[src/lcsg_pkg.sv]
// ----------------------------------------------------------------------------
// lcsg_pkg
// shared types, codes and the sine table builder for the chirp generator
// ----------------------------------------------------------------------------
`default_nettype none

package lcsg_pkg;

  localparam int SINE_DEPTH_DEF   = 256;
  localparam int ELAPSED_BITS_DEF = 32;
  localparam int QUEUE_DEPTH      = 2;

  localparam int CFG_INDEX_W = 2;
  localparam logic [CFG_INDEX_W-1:0] REG_START_RATE = 2'd0;
  localparam logic [CFG_INDEX_W-1:0] REG_HALF_RATE  = 2'd1;
  localparam logic [CFG_INDEX_W-1:0] REG_DURATION   = 2'd2;

  localparam logic FUNC_UPDATE  = 1'b0;
  localparam logic FUNC_RESTART = 1'b1;

  localparam logic [3:0] MUL_LAST_STEP = 4'd9;

  localparam logic [63:0] HALF_PI_Q30 = 64'd1686629713;
  localparam logic [63:0] ONE_Q30     = 64'd1073741824;

  typedef enum logic [2:0] {
    BK_IDLE,
    BK_MUL,
    BK_IDX,
    BK_RD,
    BK_WGT,
    BK_FIN
  } bk_state_t;

  typedef enum logic [2:0] {
    ACC_NONE,
    ACC_B0,
    ACC_B32,
    ACC_P0,
    ACC_P16,
    ACC_P32,
    ACC_P48
  } acc_sel_t;

  typedef struct packed {
    logic full;
    logic empty;
  } lcsg_qstat_t;

  // table entry for turn fraction u (u below 2^32)
  function automatic logic signed [15:0] sine_entry(input logic [63:0] u);
    logic [1:0]  quad;
    logic [63:0] r;
    logic [63:0] x;
    logic [63:0] x2;
    logic [63:0] term;
    logic signed [63:0] sum;
    logic [63:0] acc;
    logic [15:0] mag;
    quad = u[31:30];
    r    = {34'd0, u[29:0]};
    if (quad[0]) begin
      r = ONE_Q30 - r;
    end
    x    = (r * HALF_PI_Q30) >> 30;
    x2   = (x * x) >> 30;
    term = x;
    sum  = $signed(x);
    term = ((term * x2) >> 30) / 64'd6;
    sum  = sum - $signed(term);
    term = ((term * x2) >> 30) / 64'd20;
    sum  = sum + $signed(term);
    term = ((term * x2) >> 30) / 64'd42;
    sum  = sum - $signed(term);
    term = ((term * x2) >> 30) / 64'd72;
    sum  = sum + $signed(term);
    term = ((term * x2) >> 30) / 64'd110;
    sum  = sum - $signed(term);
    if (sum < 0) begin
      sum = '0;
    end
    acc = (64'(sum) * 64'd32767 + (64'd1 << 29)) >> 30;
    if (acc > 64'd32767) begin
      acc = 64'd32767;
    end
    mag = acc[15:0];
    return quad[1] ? -$signed(mag) : $signed(mag);
  endfunction

endpackage

`default_nettype wire

[src/lcsg_queue.sv]
// ----------------------------------------------------------------------------
// lcsg_queue
// short queue between front and back
// ----------------------------------------------------------------------------
`default_nettype none

module lcsg_queue #(
  parameter int WIDTH = 34
) (
  input  wire logic              clk,
  input  wire logic              rst_n,
  input  wire logic              push,
  input  wire logic [WIDTH-1:0]  push_data,
  input  wire logic              pop,
  output logic [WIDTH-1:0]       pop_data,
  output lcsg_pkg::lcsg_qstat_t  qstat
);
  import lcsg_pkg::*;

  localparam int PW = (QUEUE_DEPTH > 1) ? $clog2(QUEUE_DEPTH) : 1;
  localparam int CW = $clog2(QUEUE_DEPTH + 1);

  logic [WIDTH-1:0] mem [QUEUE_DEPTH];
  logic [PW-1:0]    wr_ptr_r, wr_ptr_nxt;
  logic [PW-1:0]    rd_ptr_r, rd_ptr_nxt;
  logic [CW-1:0]    count_r, count_nxt;
  logic             do_push;
  logic             do_pop;

  assign qstat.full  = (count_r == CW'(QUEUE_DEPTH));
  assign qstat.empty = (count_r == '0);
  assign do_push     = push && !qstat.full;
  assign do_pop      = pop && !qstat.empty;
  assign pop_data    = mem[rd_ptr_r];

  always_comb begin
    wr_ptr_nxt = wr_ptr_r;
    rd_ptr_nxt = rd_ptr_r;
    count_nxt  = count_r;
    if (do_push) begin
      wr_ptr_nxt = (wr_ptr_r == PW'(QUEUE_DEPTH - 1)) ? '0 : wr_ptr_r + PW'(1);
    end
    if (do_pop) begin
      rd_ptr_nxt = (rd_ptr_r == PW'(QUEUE_DEPTH - 1)) ? '0 : rd_ptr_r + PW'(1);
    end
    if (do_push && !do_pop) begin
      count_nxt = count_r + CW'(1);
    end else if (do_pop && !do_push) begin
      count_nxt = count_r - CW'(1);
    end
  end

  always_ff @(posedge clk) begin
    if (do_push) begin
      mem[wr_ptr_r] <= push_data;
    end
  end

  always_ff @(posedge clk) begin
    if (!rst_n) begin
      wr_ptr_r <= '0;
      rd_ptr_r <= '0;
      count_r  <= '0;
    end else begin
      wr_ptr_r <= wr_ptr_nxt;
      rd_ptr_r <= rd_ptr_nxt;
      count_r  <= count_nxt;
    end
  end

endmodule

`default_nettype wire

[config.mk]
export PLATFORM = sky130hd
export DESIGN_NAME = lcsg_queue
export DESIGN_NICKNAME = d
export VERILOG_FILES = /design/src/lcsg_pkg.sv /design/src/lcsg_queue.sv
export SDC_FILE = /design/constraint.sdc
export NUM_CORES = 1
export LEC_CHECK = 0
export BUFFER_PORTS_ARGS = -buffer_cell sky130_fd_sc_hd__buf_2
export CORE_MARGIN = 4
export CORE_UTILIZATION = 55
export CTS_BUF_LIST = sky130_fd_sc_hd__clkbuf_4 sky130_fd_sc_hd__clkbuf_8 sky130_fd_sc_hd__clkbuf_16
export DETAILED_ROUTE_END_ITERATION = 7
export PLACE_DENSITY = 0.83
export SYNTH_ARGS = -nofsm -noshare
export SYNTH_HDL_FRONTEND = slang
export SYNTH_SLANG_ARGS = --single-unit
[constraint.sdc]
create_clock -name clk -period 7.8 [get_ports clk]
set_clock_uncertainty 0.15 [all_clocks]
set_input_delay 1.56 -clock clk [delete_from_list [all_inputs] [get_ports clk]]
set_output_delay 1.56 -clock clk [all_outputs]
set_load 0.01 [all_outputs]
== Yosys cells after proc, flatten, opt, wreduce, memory -nomap -nowiden ==
Memory sizes are Yosys's and may differ from the RTL's. A register that Yosys moved wholly into a read port is not among the register bits.
Index checks and enable logic that the tools add are counted.

* Output and inout bits: 36
* Input port bits: 38
* Logic and storage cells: 27
* Memories: 1
* Register bits: 4
* RAM bits: 68

* Eq/ne operators: 1
* Mux-type cells: 8
* Reduce and logical (&&, ||, !) cells: 10
* Add/sub/neg operators: 4

{| class="wikitable"
|+ Memories
! name !! depth !! bits a word !! rd ports !! clocked after Yosys merged registers in !! wr ports !! RTL line !! source
|-
| mem || 2 || 34 || 1 || 1 || 1 || lcsg_queue.sv:23 || <nowiki>logic [WIDTH-1:0] mem [QUEUE_DEPTH];</nowiki>
|}

{| class="wikitable"
|+ Operators with widths
! operator !! count
|-
| $mux W1 || 6
|-
| $logic_and A1 B1 Y1 || 4
|-
| $logic_not A1 Y1 || 4
|-
| $mux W2 || 2
|-
| $add A1 B1 Y1 const B || 2
|-
| $add A2 B1 Y2 const B || 1
|-
| $eq A2 B2 Y1 const B || 1
|-
| $logic_not A2 Y1 || 1
|-
| $reduce_bool A2 Y1 || 1
|-
| $sub A2 B1 Y2 const B || 1
|}

== Depth between registers and ports, before layout ==
* Word-level depth: 7
* Mapped depth: 7
* Mapped depth without buffers: 7

== Least setup slack after synthesis ==
Ideal clock, no wire load.

* Path kind: input to register
* Start point: input push
* End point: memory mem[0][0] (enable)
* Path buffers: 0
* Setup slack: 4.218 ns
* Stages: 2
* Library setup time: 0.421 ns
* Arrival: 3.011 ns
* Data required time: 7.229 ns
* Cell sequence: inv_1 nor3_2

* Longest elaborated chain between the ends: 3

{| class="wikitable"
|+ RTL lines
! element !! RTL line !! source
|-
| from (decl) || lcsg_queue.sv:12 || <nowiki>input wire logic push,</nowiki>
|-
| $logic_and A1 B1 Y1 || lcsg_queue.sv:32 || <nowiki>assign do_push = push && !qstat.full;</nowiki>
|-
| $mux W1 || lcsg_queue.sv:54 || <nowiki>if (do_push) begin</nowiki>
|-
| $mux W1 (not written as such) || lcsg_queue.sv:55 || <nowiki>mem[wr_ptr_r] <= push_data;</nowiki>
|-
| to (decl) || lcsg_queue.sv:23 ||
|}

Every way passes these cells.

==> results by group <==
Min path
  – Hold crit path type: register to register

STA
  – Max_slew headroom: 0.494
  – F_max: 281 MHz
  – Final Hold Fails: 0
  – Setup Viol. Count Final: 0
  – Measured slew at the worst slew-check pin: 0.757 ns
  – Setup Total Neg Slack: 0 ns
  – Slew Viols, Final: 0
  – Fin crit period: 3.55 ns
  – Final Cycle Share: 0.456
  – RSZ-0062 raised after global routing: false

Detailed routing
  – Vias: 1381
  – DRT iter0 DRCs: 44
  – Routed vias/inst: 4.86
  – Per-cell routed wire length: 15.6 um
  – DR pass1 iterations: 4
  – Antenna viol nets, final: 0
  – # DRC: 0
  – Routed wire length: 4430 um

Logic synthesis
  – Synth Cell Area: 0.00269 mm^2
  – Register area share after synthesis: 0.797
  – Yosys cell types: 21
  – Post-Syn Nets: 170
  – Synth Area per Inst: 20.5 um^2
  – Number of synthesized register bits: 73
  – Post-synthesis cell count: 131
  – Yosys warning count: 0

Die
  – Die W: 77.9 um
  – Die area: 0.00607 mm^2
  – Row count: 25
  – Ports: 74
  – Initial Utilization: 0.569
  – Die Span Y: 77.9 um
  – Core area: 0.00472 mm^2

CTS
  – Clk buf depth: 2
  – Clk root buf: clkbuf_8
  – Post-CTS Hold Buffers: 0
  – Resize count post-CTS: 0
  – Clk slew on worst S/H paths: 0.07 ns
  – Setup bufs post-CTS: 0
  – Clock latency on the worst-skew pair: 0.33 ns
  – CTS tree: done
  – H-tree Lvls: 3
  – Sink Count: 73
  – Num CTS Buffers: 9

Placed design
  – Detailed Place HPWL: 3150 um
  – Placed Cells: 270
  – Port bufs: 73
  – RD Place Congestion: 0.745
  – Placement Cell Area: 0.00314 mm^2

Power
  – Peak VDD IR: 0.149 mV
  – Clock network fraction of design power: 0.232
  – P_sw: 0.276 mW
  – Sw frac: 0.270
  – Pleak: 1.25 nW
  – Combinational share of power: 0.262
  – Pwr/cell area: 310 mW/mm^2
  – Int Pwr: 0.745 mW
  – Sequential power share: 0.506

Layout
  – Final core occ: 0.697
  – Finished Layout Cells: 284
  – Layout cells sized above 1: 0.571
  – Nets: 253
  – N_diodes: 0
  – Design area: 0.00329 mm^2
  – Fillers: 332
  – Area grow syn2layout: 22.5%

Run status
  – Status: completed

Worst setup path
  – Crit path required time: 6.09 ns
  – Nature of the critical path endpoint: output pin
  – CP max FO: 25
  – Crit path kind: register to output pin
  – Startpoint Class: register
  – CP arrival: 1.84 ns

GRT
  – Vias in the first global route: 1503
  – Global-route wire length before repair: 7270 um
  – GRT Util Overall: 0.162
  – GRT Residual Overflow: 0
  – Initial antenna violation count: 0
  – Largest net degree at the start of global routing: 26

Run
  – Total of max-cap violations: 0
-- synthesized netlist by cell type, drive strengths merged --
cell    instances  area (um^2)
a21boi          2         15.0
and2            3         18.8
and3            1         6.26
buf             4         27.5
dfxtp           5          100
edfxtp         68         2040
ha              1         12.5
inv             2         7.50
mux2           34          383
nand2b          1         6.26
nor2            2         7.51
nor3            1         10.0
o21a            1         7.51
o21ai           2         10.0
or3             1         6.26
xnor2           2         17.5
xor2            1         8.76
-- stage by stage --
| step | worst slack, ns | hold WS [ns] | power, mW |
|---|---|---|---|
| 2_1_floorplan | 4.22 | 0.333 | 0.701 |
| 3_3_place_gp | 4.50 | 0.359 | 0.792 |
| 3_5_place_dp | 4.50 | 0.359 | 0.799 |
| 4_1_cts | 4.19 | 0.369 | 1.04 |
| 5_1_grt | 4.11 | 0.415 | 1.08 |
| 6_report | 4.25 | 0.363 | 1.02 |
-- path summary, 6_finish.rpt --
kind	from	endpoint	slack [ns]	depth (start not counted)
setup / recovery	register	pop_data[7]	4.25	3
hold / removal	count_r[1]$_SDFFE_PN0P_	count_r[1]$_SDFFE_PN0P_	0.36	2
setup reg to reg	count_r[0]$_SDFFE_PN0P_	mem[0][16]$_DFFE_PP_	5.65	4
hold reg to reg	count_r[1]$_SDFFE_PN0P_	count_r[1]$_SDFFE_PN0P_	0.36	2
-- worst max-delay path, stage by stage, from the launching register on --
cell     delay (ns)
dfxtp_1        0.58
buf_4          0.40
mux2_2         0.39
buf_2          0.14
-- cells in the final DEF, fill, tap and decap left out, types with 2 or more instances in the layout --
cell type,count
edfxtp_1,68
nor2_1,2
clkbuf_8,9
and2_1,3
dfxtp_1,5
xnor2_1,2
mux2_2,34
clkinv_1,2
clkbuf_4,3
buf_2,73
buf_4,3
-- kinds of logic (layout without fill, tap and decap cells) --
group / count (synthesis) / in the layout / share of synthesized area
fa+ha+maj: 1 / 1 / 0.00466
flops: 73 / 73 / 0.797
compound gates: 5 / 5 / 0.0121
xor+xnor: 3 / 3 / 0.00978
simple gates: 9 / 9 / 0.0205
buf+inv: 6 / 92 / 0.0130
mux: 34 / 34 / 0.143
-- registers in the layout (all words and copies together), names as in the netlist, named ones only --
name / cells
wr_ptr_r: 1
mem: 68
count_r: 2
rd_ptr_r: 1
-- routing by layer --
layer / up-vias / GRT usage / wire length (um)
met5: - / 0 / 0
met4: 0 / 0.101 / 103
met3: 8 / 0.0394 / 174
met2: 38 / 0.279 / 2450
met1: 657 / 0.180 / 1700
li1: 678 / - / -
-- final cells by class --
type                            instances  area, um^2  area share
Sequential cell                        73        2140       0.651
Multi-Input combinational cell         52         515       0.157
Timing Repair Buffer                   76         388       0.118
Clock buffer                           12         146      0.0445
Tap cell                               67        83.8      0.0255
Clock inverter                          2        7.51     0.00228
Inverter                                2        7.51     0.00228
-- power groups by stage --
stage          clock network [mW]  logic (mW)  registers, mW
4_1_cts                     0.245       0.274          0.517
3_5_place_dp                    0       0.272          0.526
6_report                    0.237       0.268          0.516
3_3_place_gp                    0       0.270          0.522
2_1_floorplan                   0       0.186          0.515
5_1_grt                     0.265       0.293          0.522
Power figures use the tool's default switching activity.
