### src/lcsg_pkg.sv
// ----------------------------------------------------------------------------
// lcsg_pkg
// shared types, codes and the sine table builder for the chirp generator
// ----------------------------------------------------------------------------
`default_nettype none

package lcsg_pkg;

  localparam int SINE_DEPTH_DEF   = 256;
  localparam int ELAPSED_BITS_DEF = 32;
  localparam int QUEUE_DEPTH      = 2;

  localparam int CFG_INDEX_W = 2;
  localparam logic [CFG_INDEX_W-1:0] REG_START_RATE = 2'd0;
  localparam logic [CFG_INDEX_W-1:0] REG_HALF_RATE  = 2'd1;
  localparam logic [CFG_INDEX_W-1:0] REG_DURATION   = 2'd2;

  localparam logic FUNC_UPDATE  = 1'b0;
  localparam logic FUNC_RESTART = 1'b1;

  localparam logic [3:0] MUL_LAST_STEP = 4'd9;

  localparam logic [63:0] HALF_PI_Q30 = 64'd1686629713;
  localparam logic [63:0] ONE_Q30     = 64'd1073741824;

  typedef enum logic [2:0] {
    BK_IDLE,
    BK_MUL,
    BK_IDX,
    BK_RD,
    BK_WGT,
    BK_FIN
  } bk_state_t;

  typedef enum logic [2:0] {
    ACC_NONE,
    ACC_B0,
    ACC_B32,
    ACC_P0,
    ACC_P16,
    ACC_P32,
    ACC_P48
  } acc_sel_t;

  typedef struct packed {
    logic full;
    logic empty;
  } lcsg_qstat_t;

  // table entry for turn fraction u (u below 2^32)
  function automatic logic signed [15:0] sine_entry(input logic [63:0] u);
    logic [1:0]  quad;
    logic [63:0] r;
    logic [63:0] x;
    logic [63:0] x2;
    logic [63:0] term;
    logic signed [63:0] sum;
    logic [63:0] acc;
    logic [15:0] mag;
    quad = u[31:30];
    r    = {34'd0, u[29:0]};
    if (quad[0]) begin
      r = ONE_Q30 - r;
    end
    x    = (r * HALF_PI_Q30) >> 30;
    x2   = (x * x) >> 30;
    term = x;
    sum  = $signed(x);
    term = ((term * x2) >> 30) / 64'd6;
    sum  = sum - $signed(term);
    term = ((term * x2) >> 30) / 64'd20;
    sum  = sum + $signed(term);
    term = ((term * x2) >> 30) / 64'd42;
    sum  = sum - $signed(term);
    term = ((term * x2) >> 30) / 64'd72;
    sum  = sum + $signed(term);
    term = ((term * x2) >> 30) / 64'd110;
    sum  = sum - $signed(term);
    if (sum < 0) begin
      sum = '0;
    end
    acc = (64'(sum) * 64'd32767 + (64'd1 << 29)) >> 30;
    if (acc > 64'd32767) begin
      acc = 64'd32767;
    end
    mag = acc[15:0];
    return quad[1] ? -$signed(mag) : $signed(mag);
  endfunction

endpackage

`default_nettype wire

### src/lcsg_front.sv
// ----------------------------------------------------------------------------
// lcsg_front
// accepts items, keeps the sweep state and forwards elapsed time per update
// ----------------------------------------------------------------------------
`default_nettype none

module lcsg_front #(
  parameter int ELAPSED_BITS = lcsg_pkg::ELAPSED_BITS_DEF
) (
  input  wire logic                     clk,
  input  wire logic                     rst_n,
  input  wire logic                     in_valid,
  output logic                          in_stall,
  input  wire logic                     in_func,
  input  wire logic [63:0]              in_timestamp_us,
  input  wire logic [31:0]              duration_us,
  input  wire lcsg_pkg::lcsg_qstat_t    qstat,
  output logic                          push,
  output logic [ELAPSED_BITS-1:0]       push_t,
  output logic                          push_zero,
  output logic                          push_done
);
  import lcsg_pkg::*;

  logic [63:0] start_r, start_nxt;
  logic        await_r, await_nxt;
  logic        done_r, done_nxt;
  logic        accept;
  logic [63:0] base;
  logic [63:0] elapsed;
  logic        fin;

  assign in_stall = qstat.full;
  assign accept   = in_valid && !in_stall;

  assign base    = await_r ? in_timestamp_us : start_r;
  assign elapsed = in_timestamp_us - base;
  assign fin     = (elapsed[63:32] != '0) || (elapsed[31:0] >= duration_us);

  always_comb begin
    start_nxt = start_r;
    await_nxt = await_r;
    done_nxt  = done_r;
    push      = 1'b0;
    push_t    = '0;
    push_zero = 1'b0;
    push_done = 1'b0;
    if (accept) begin
      if (in_func == FUNC_RESTART) begin
        start_nxt = '0;
        await_nxt = 1'b1;
        done_nxt  = 1'b0;
      end else if (done_r) begin
        push      = 1'b1;
        push_zero = 1'b1;
        push_done = 1'b1;
      end else begin
        push      = 1'b1;
        start_nxt = base;
        await_nxt = 1'b0;
        done_nxt  = fin;
        push_done = fin;
        // saturate elapsed time for the phase
        push_t    = (elapsed[63:ELAPSED_BITS] != '0) ? '1 : elapsed[ELAPSED_BITS-1:0];
      end
    end
  end

  always_ff @(posedge clk) begin
    if (!rst_n) begin
      start_r <= '0;
      await_r <= 1'b1;
      done_r  <= 1'b0;
    end else begin
      start_r <= start_nxt;
      await_r <= await_nxt;
      done_r  <= done_nxt;
    end
  end

endmodule

`default_nettype wire

### config.mk
export PLATFORM = sky130hd
export DESIGN_NAME = lcsg_front
export DESIGN_NICKNAME = d
export VERILOG_FILES = /design/src/lcsg_pkg.sv /design/src/lcsg_front.sv
export SDC_FILE = /design/constraint.sdc
export NUM_CORES = 1
export LEC_CHECK = 0
export BUFFER_PORTS_ARGS = -buffer_cell sky130_fd_sc_hd__buf_2
export CAP_MARGIN = 20
export CORE_ASPECT_RATIO = 0.75
export CORE_MARGIN = 2
export CORE_UTILIZATION = 57
export CTS_CLUSTER_DIAMETER = 80
export CTS_CLUSTER_SIZE = 14
export DETAILED_ROUTE_END_ITERATION = 12
export GPL_TIMING_DRIVEN = 0
export HOLD_SLACK_MARGIN = 0.03
export PLACE_DENSITY = 0.81
export SYNTH_ARGS = -nofsm -noshare
export SYNTH_HDL_FRONTEND = slang
export SYNTH_SLANG_ARGS = --single-unit
export TNS_END_PERCENT = 20
### constraint.sdc
create_clock -name clk -period 17.2 [get_ports clk]
set_input_delay 2.58 -clock clk [delete_from_list [all_inputs] [get_ports clk]]
set_output_delay 2.58 -clock clk [all_outputs]
set_load 0.02 [all_outputs]
**Yosys cells after proc, flatten, opt, wreduce, memory -nomap -nowiden**

Index checks and enable logic that the tools add are counted.

- Add/subtract/negate cells: 1
- Magnitude comparators: 1
- Eq/ne operators: 1
- Muxes and demuxes: 17
- Reductions and logical operators: 5

Operators by type and width:

| cell | number |
|---|---|
| 64-bit two-way mux | 3 |
| 32-bit two-way mux | 4 |
| 64-bit subtractor | 1 |
| 32-bit greater-or-equal comparator | 1 |
| 32-bit nonzero test | 1 |
| 1-bit two-way mux | 10 |
| 2-bit != test (second input constant) | 1 |
| 2-bit AND reduction | 1 |
| 1-bit logical AND | 1 |
| 1-bit logical NOT | 1 |
| 1-bit logical OR | 1 |

- Register bits: 66
- Input port bits: 102
- Output and inout port bits: 36
- Word-level logic and storage cells: 28

**Depth between registers and ports, before layout**

- Depth after elaboration: 7
- Gate-level depth with buffers: 25
- Mapped depth without buffers: 23

**Worst setup path before layout**

Ideal clock, no wire load.

- Kind: input-to-output
- Start: in in_timestamp_us[0]
- End: out push_done
- Data arrival time: 6.600 ns
- Required time: 14.620 ns
- Path slack: 8.020 ns
- Cell stages on the path: 15
- Buffers on the path: 1
- Cells stage by stage: mux2_2 ha_1 fa_1 nor2b_1 o2111ai_1 a2111oi_0 nor3_1 a211o_1 a22oi_1 nand4b_1 or4_1 or4_4 nor4_4 buf_6 a21oi_1

- Longest elaborated chain between the ends: 7
- Elaborated cells between the ends (all ways): 8
- Those cells by class: 1 x add/sub; 1 x order compare; 4 x mux; 2 x reduce/logical

Ends and longest elaborated chain:

| element | line | RTL |
|---|---|---|
| from (decl) | lcsg_front.sv:15 | `input wire logic [63:0] in_timestamp_us,` |
| 64-bit two-way mux | lcsg_front.sv:36 | `assign base = await_r ? in_timestamp_us : start_r;` |
| 64-bit subtractor * | lcsg_front.sv:37 | `assign elapsed = in_timestamp_us - base;` |
| 32-bit greater-or-equal comparator or 32-bit nonzero test (tied branches) | lcsg_front.sv:38 | `assign fin = (elapsed[63:32] != '0) \|\| (elapsed[31:0] >= duration_us);` |
| 1-bit logical OR * | lcsg_front.sv:38 |  |
| 1-bit two-way mux * | lcsg_front.sv:53 | `end else if (done_r) begin` |
| 1-bit two-way mux * | lcsg_front.sv:49 | `if (in_func == FUNC_RESTART) begin` |
| 1-bit two-way mux * | lcsg_front.sv:48 | `if (accept) begin` |
| to (decl) | lcsg_front.sv:21 | `output logic push_done` |

Every way passes the cells marked *; elsewhere a longest branch is shown, timed or not.

**Worst setup path in the final report**

Ends and elaborated chain as after synthesis.

==> results by group <==
Finish
  – Nets: 1627
  – Post-Layout Cell Count: 1644
  – Fillers: 1459
  – Diodes inserted: 0
  – Area growth syn-to-layout: 13.7%
  – Share of cells above drive strength 1: between 10% and 20%
  – Finished layout cell area: around 10000 µm²

Logic synthesis
  – EDFF count, synth: 0
  – Synth warn: 0
  – Syn Nets: 1480
  – Top cells by instance count after synthesis: nand2_1, o21ai_0, a21oi_1
  – Syn Inst Count: 1282
  – Yosys reg bits: 66
  – Synth area leader: dfxtp_1
  – Top_reg_cell synth: dfxtp_1
  – Mean Syn Cell Area: approximately 7.1 µm²
  – Synthesized cell area: between 9000 and 10000 µm²
  – Ys async rst share: 0%
  – Yosys top cell area share: 14.4%
  – Post-synthesis cell type count: 82
  – Most numerous cell in the Yosys netlist: nand2_1
  – Register area share after synthesis: 14.4%
  – Synth top area cells: dfxtp_1, ha_1, mux2i_1

Timing
  – Final slew viol count: 0
  – Fmax achieved: ~90 MHz
  – Final setup vio count: 0
  – Final hold violation count: 0
  – Final hold slack: around 500 ps
  – Final setup margin: 6290 ps
  – Fin crit share: 63.4%
  – Post-Route Setup TNS: 0 ps
  – Rel. slew slack: 28.7%
  – RSZ-0062 raised after global routing: no
  – Worst-Margin Slew: 1070 ps
  – Tmin final: 10910 ps
  – Setup Skew: 6.84 ps

Drt
  – Antenna-violating nets left: 0
  – Via count: 9920
  – WL per Instance: 17.8 µm
  – Aggregate routed wire length: 29200 µm
  – Routed vias/inst: 6.03
  – DRC errors left: 0
  – 1st-iter DRT viols: about 900
  – Drt first pass iters: 6

Power
  – Leak: 4.91 nW
  – Maximum vdd drop: 45.9 µV
  – Power Density: 72.1 nW/µm²

Setup path
  – Crit path buf inv count: 3
  – WP data arrival: 8330 ps
  – Worst path slowest cell: a2111oi_0
  – Largest delay contributor family on the critical path: compound AO/OA/AOI/OAI gates
  – CP Launch Type: input pin
  – Critical path class: input pin to output pin
  – Peak fanout along the critical path: 7
  – Max stage delay on crit path: 720 ps
  – Crit end category: output pin
  – Data required, critical path: 14620 ps
  – CP cell instances: buf_2 > mux2_2 > ha_1 > fa_1 > nor2b_1 > o2111ai_1 > a2111oi_0 > nor3_1 > and2_1 > o41ai_1 > xnor2_1 > inv_1 > ha_1 > nand4_1 > nor4_1 > a211oi_1 > o311ai_0 > a31oi_1 > a21oi_1 > buf_2

Place
  – Worst slack, placed: 6830 ps
  – Placed cell area: 10100 µm²
  – GP Congestion: 0.976
  – DP Wirelength: 24100 µm
  – Dpl cells: about 1.6k
  – Number of port buffers: 135

Die
  – Initial Util: 57.7%
  – Die Span X: 150 µm
  – Total core area: 15900 µm²
  – Rows: 40
  – Die Ht: ~110 µm
  – I/O Pins: 138
  – DIE AREA: between 15000 and 20000 µm²

CTS
  – Post-CTS Setup Bufs: 0
  – H-Tree Depth: 3
  – PostCTS Resize Cnt: 0
  – Longest Clk Path Bufs: 2
  – Worst-Skew Late Latency: 360 ps
  – Hold Buf Count CTS: 0
  – TritonCTS clock tree: built
  – Num CTS Buffers: 9
  – Clk Tree Root Cell: clkbuf_16
  – Clock sink total: between 60 and 70
  – Clock Pin Slew Worst Setup and Hold Paths: 60 ps

Hold path
  – Worst hold path class: flip-flop to flip-flop

Outcome
  – Outcome: completed

GRT
  – Pin count of the biggest net entering global routing: 14
  – Total global-route track usage: approximately 34%
  – First-pass GRT wire length: roughly 46000 µm
  – Grt total ovfl: 0
  – Vias in the first global route: 8946
  – Initial antenna violation count: 0

Flow run
  – Max_cap viols: 0
## where the power goes
part | internal (W) | total, W | switching, W
combinational | 0.000147 | 0.000393 | 0.000246
clock | 0.000113 | 0.000196 | 0.0000832
sequential | 0.000157 | 0.000160 | 0.00000258
total | 0.000418 | 0.000750 | 0.000332
## state kept, by name, indices dropped and copies added (netlist names)
signal	cells
await_r	1
start_r	64
done_r	1
## stage by stage
stage / utilization (%) / power [W]
2_1_floorplan: - / 0.000442
3_3_place_gp: 63.6 / 0.000539
3_5_place_dp: 63.7 / 0.000545
4_1_cts: 65.6 / 0.000742
5_1_grt: 65.6 / 0.000798
6_report: 65.6 / 0.000750
## area by class of cell
| type | count | area [µm²] | share of cell area, % |
|---|---|---|---|
| multi-input combinational | 1072 | 7190 | 69.1 |
| sequential | 66 | 1320 | 12.7 |
| timing repair buffer | 136 | 687 | 6.60 |
| buffer | 65 | 348 | 3.34 |
| inverter | 79 | 297 | 2.85 |
| tap | 210 | 263 | 2.52 |
| clock buffer | 9 | 225 | 2.16 |
| clock inverter | 7 | 76.3 | 0.733 |
## tightest hold or removal path, cell delays in order (launching register included)
cell      delay (ps)
dfxtp_1          320
o21ai_0           60
a21boi_0          70
## cells in the final DEF, fill, tap and decap left out, drive strengths merged, types with 9 or more instances in the layout
cell type / count
nor2b: 13
inv: 81
a21oi: 136
ha: 95
o21a: 24
nand2b: 11
a31oi: 11
a21boi: 9
nor3: 16
buf: 158
a211oi: 16
mux2i: 70
and2: 67
a21o: 22
nand3: 17
o21bai: 11
clkbuf: 52
nand4: 32
xnor2: 19
xor2: 18
nand2: 160
dfxtp: 66
o21ai: 130
nor2: 78
## path summary, 6_finish.rpt
path | from | to | slack [ps] | cells after the start
setup / recovery | in_timestamp_us[0] | push_done | 6290 | 20
hold / removal | start_r[63] | start_r[63] | 500 | 2
setup reg to reg | await_r | done_r | 10050 | 19
hold reg to reg | start_r[63] | start_r[63] | 500 | 2
## kinds of logic (layout without fill, tap and decap cells)
family	after synthesis	count (layout)	share of synthesized area [%]
buffers and inverters	144	296	7.04
flip-flops	66	66	14.4
XOR/XNOR	37	37	3.54
AND/OR/NAND/NOR	442	442	24.4
multiplexers	74	74	8.15
AO/OA/AOI/OAI	423	423	29.2
adder cells (fa/ha/maj)	96	96	13.2
## layer usage
layer	GRT usage (%)	share of wire, %
met4	8.49	1.7
met3	10.2	10
met1	49.2	47
met2	49.5	41
met5	0	0
Power figures use the tool's default switching activity.
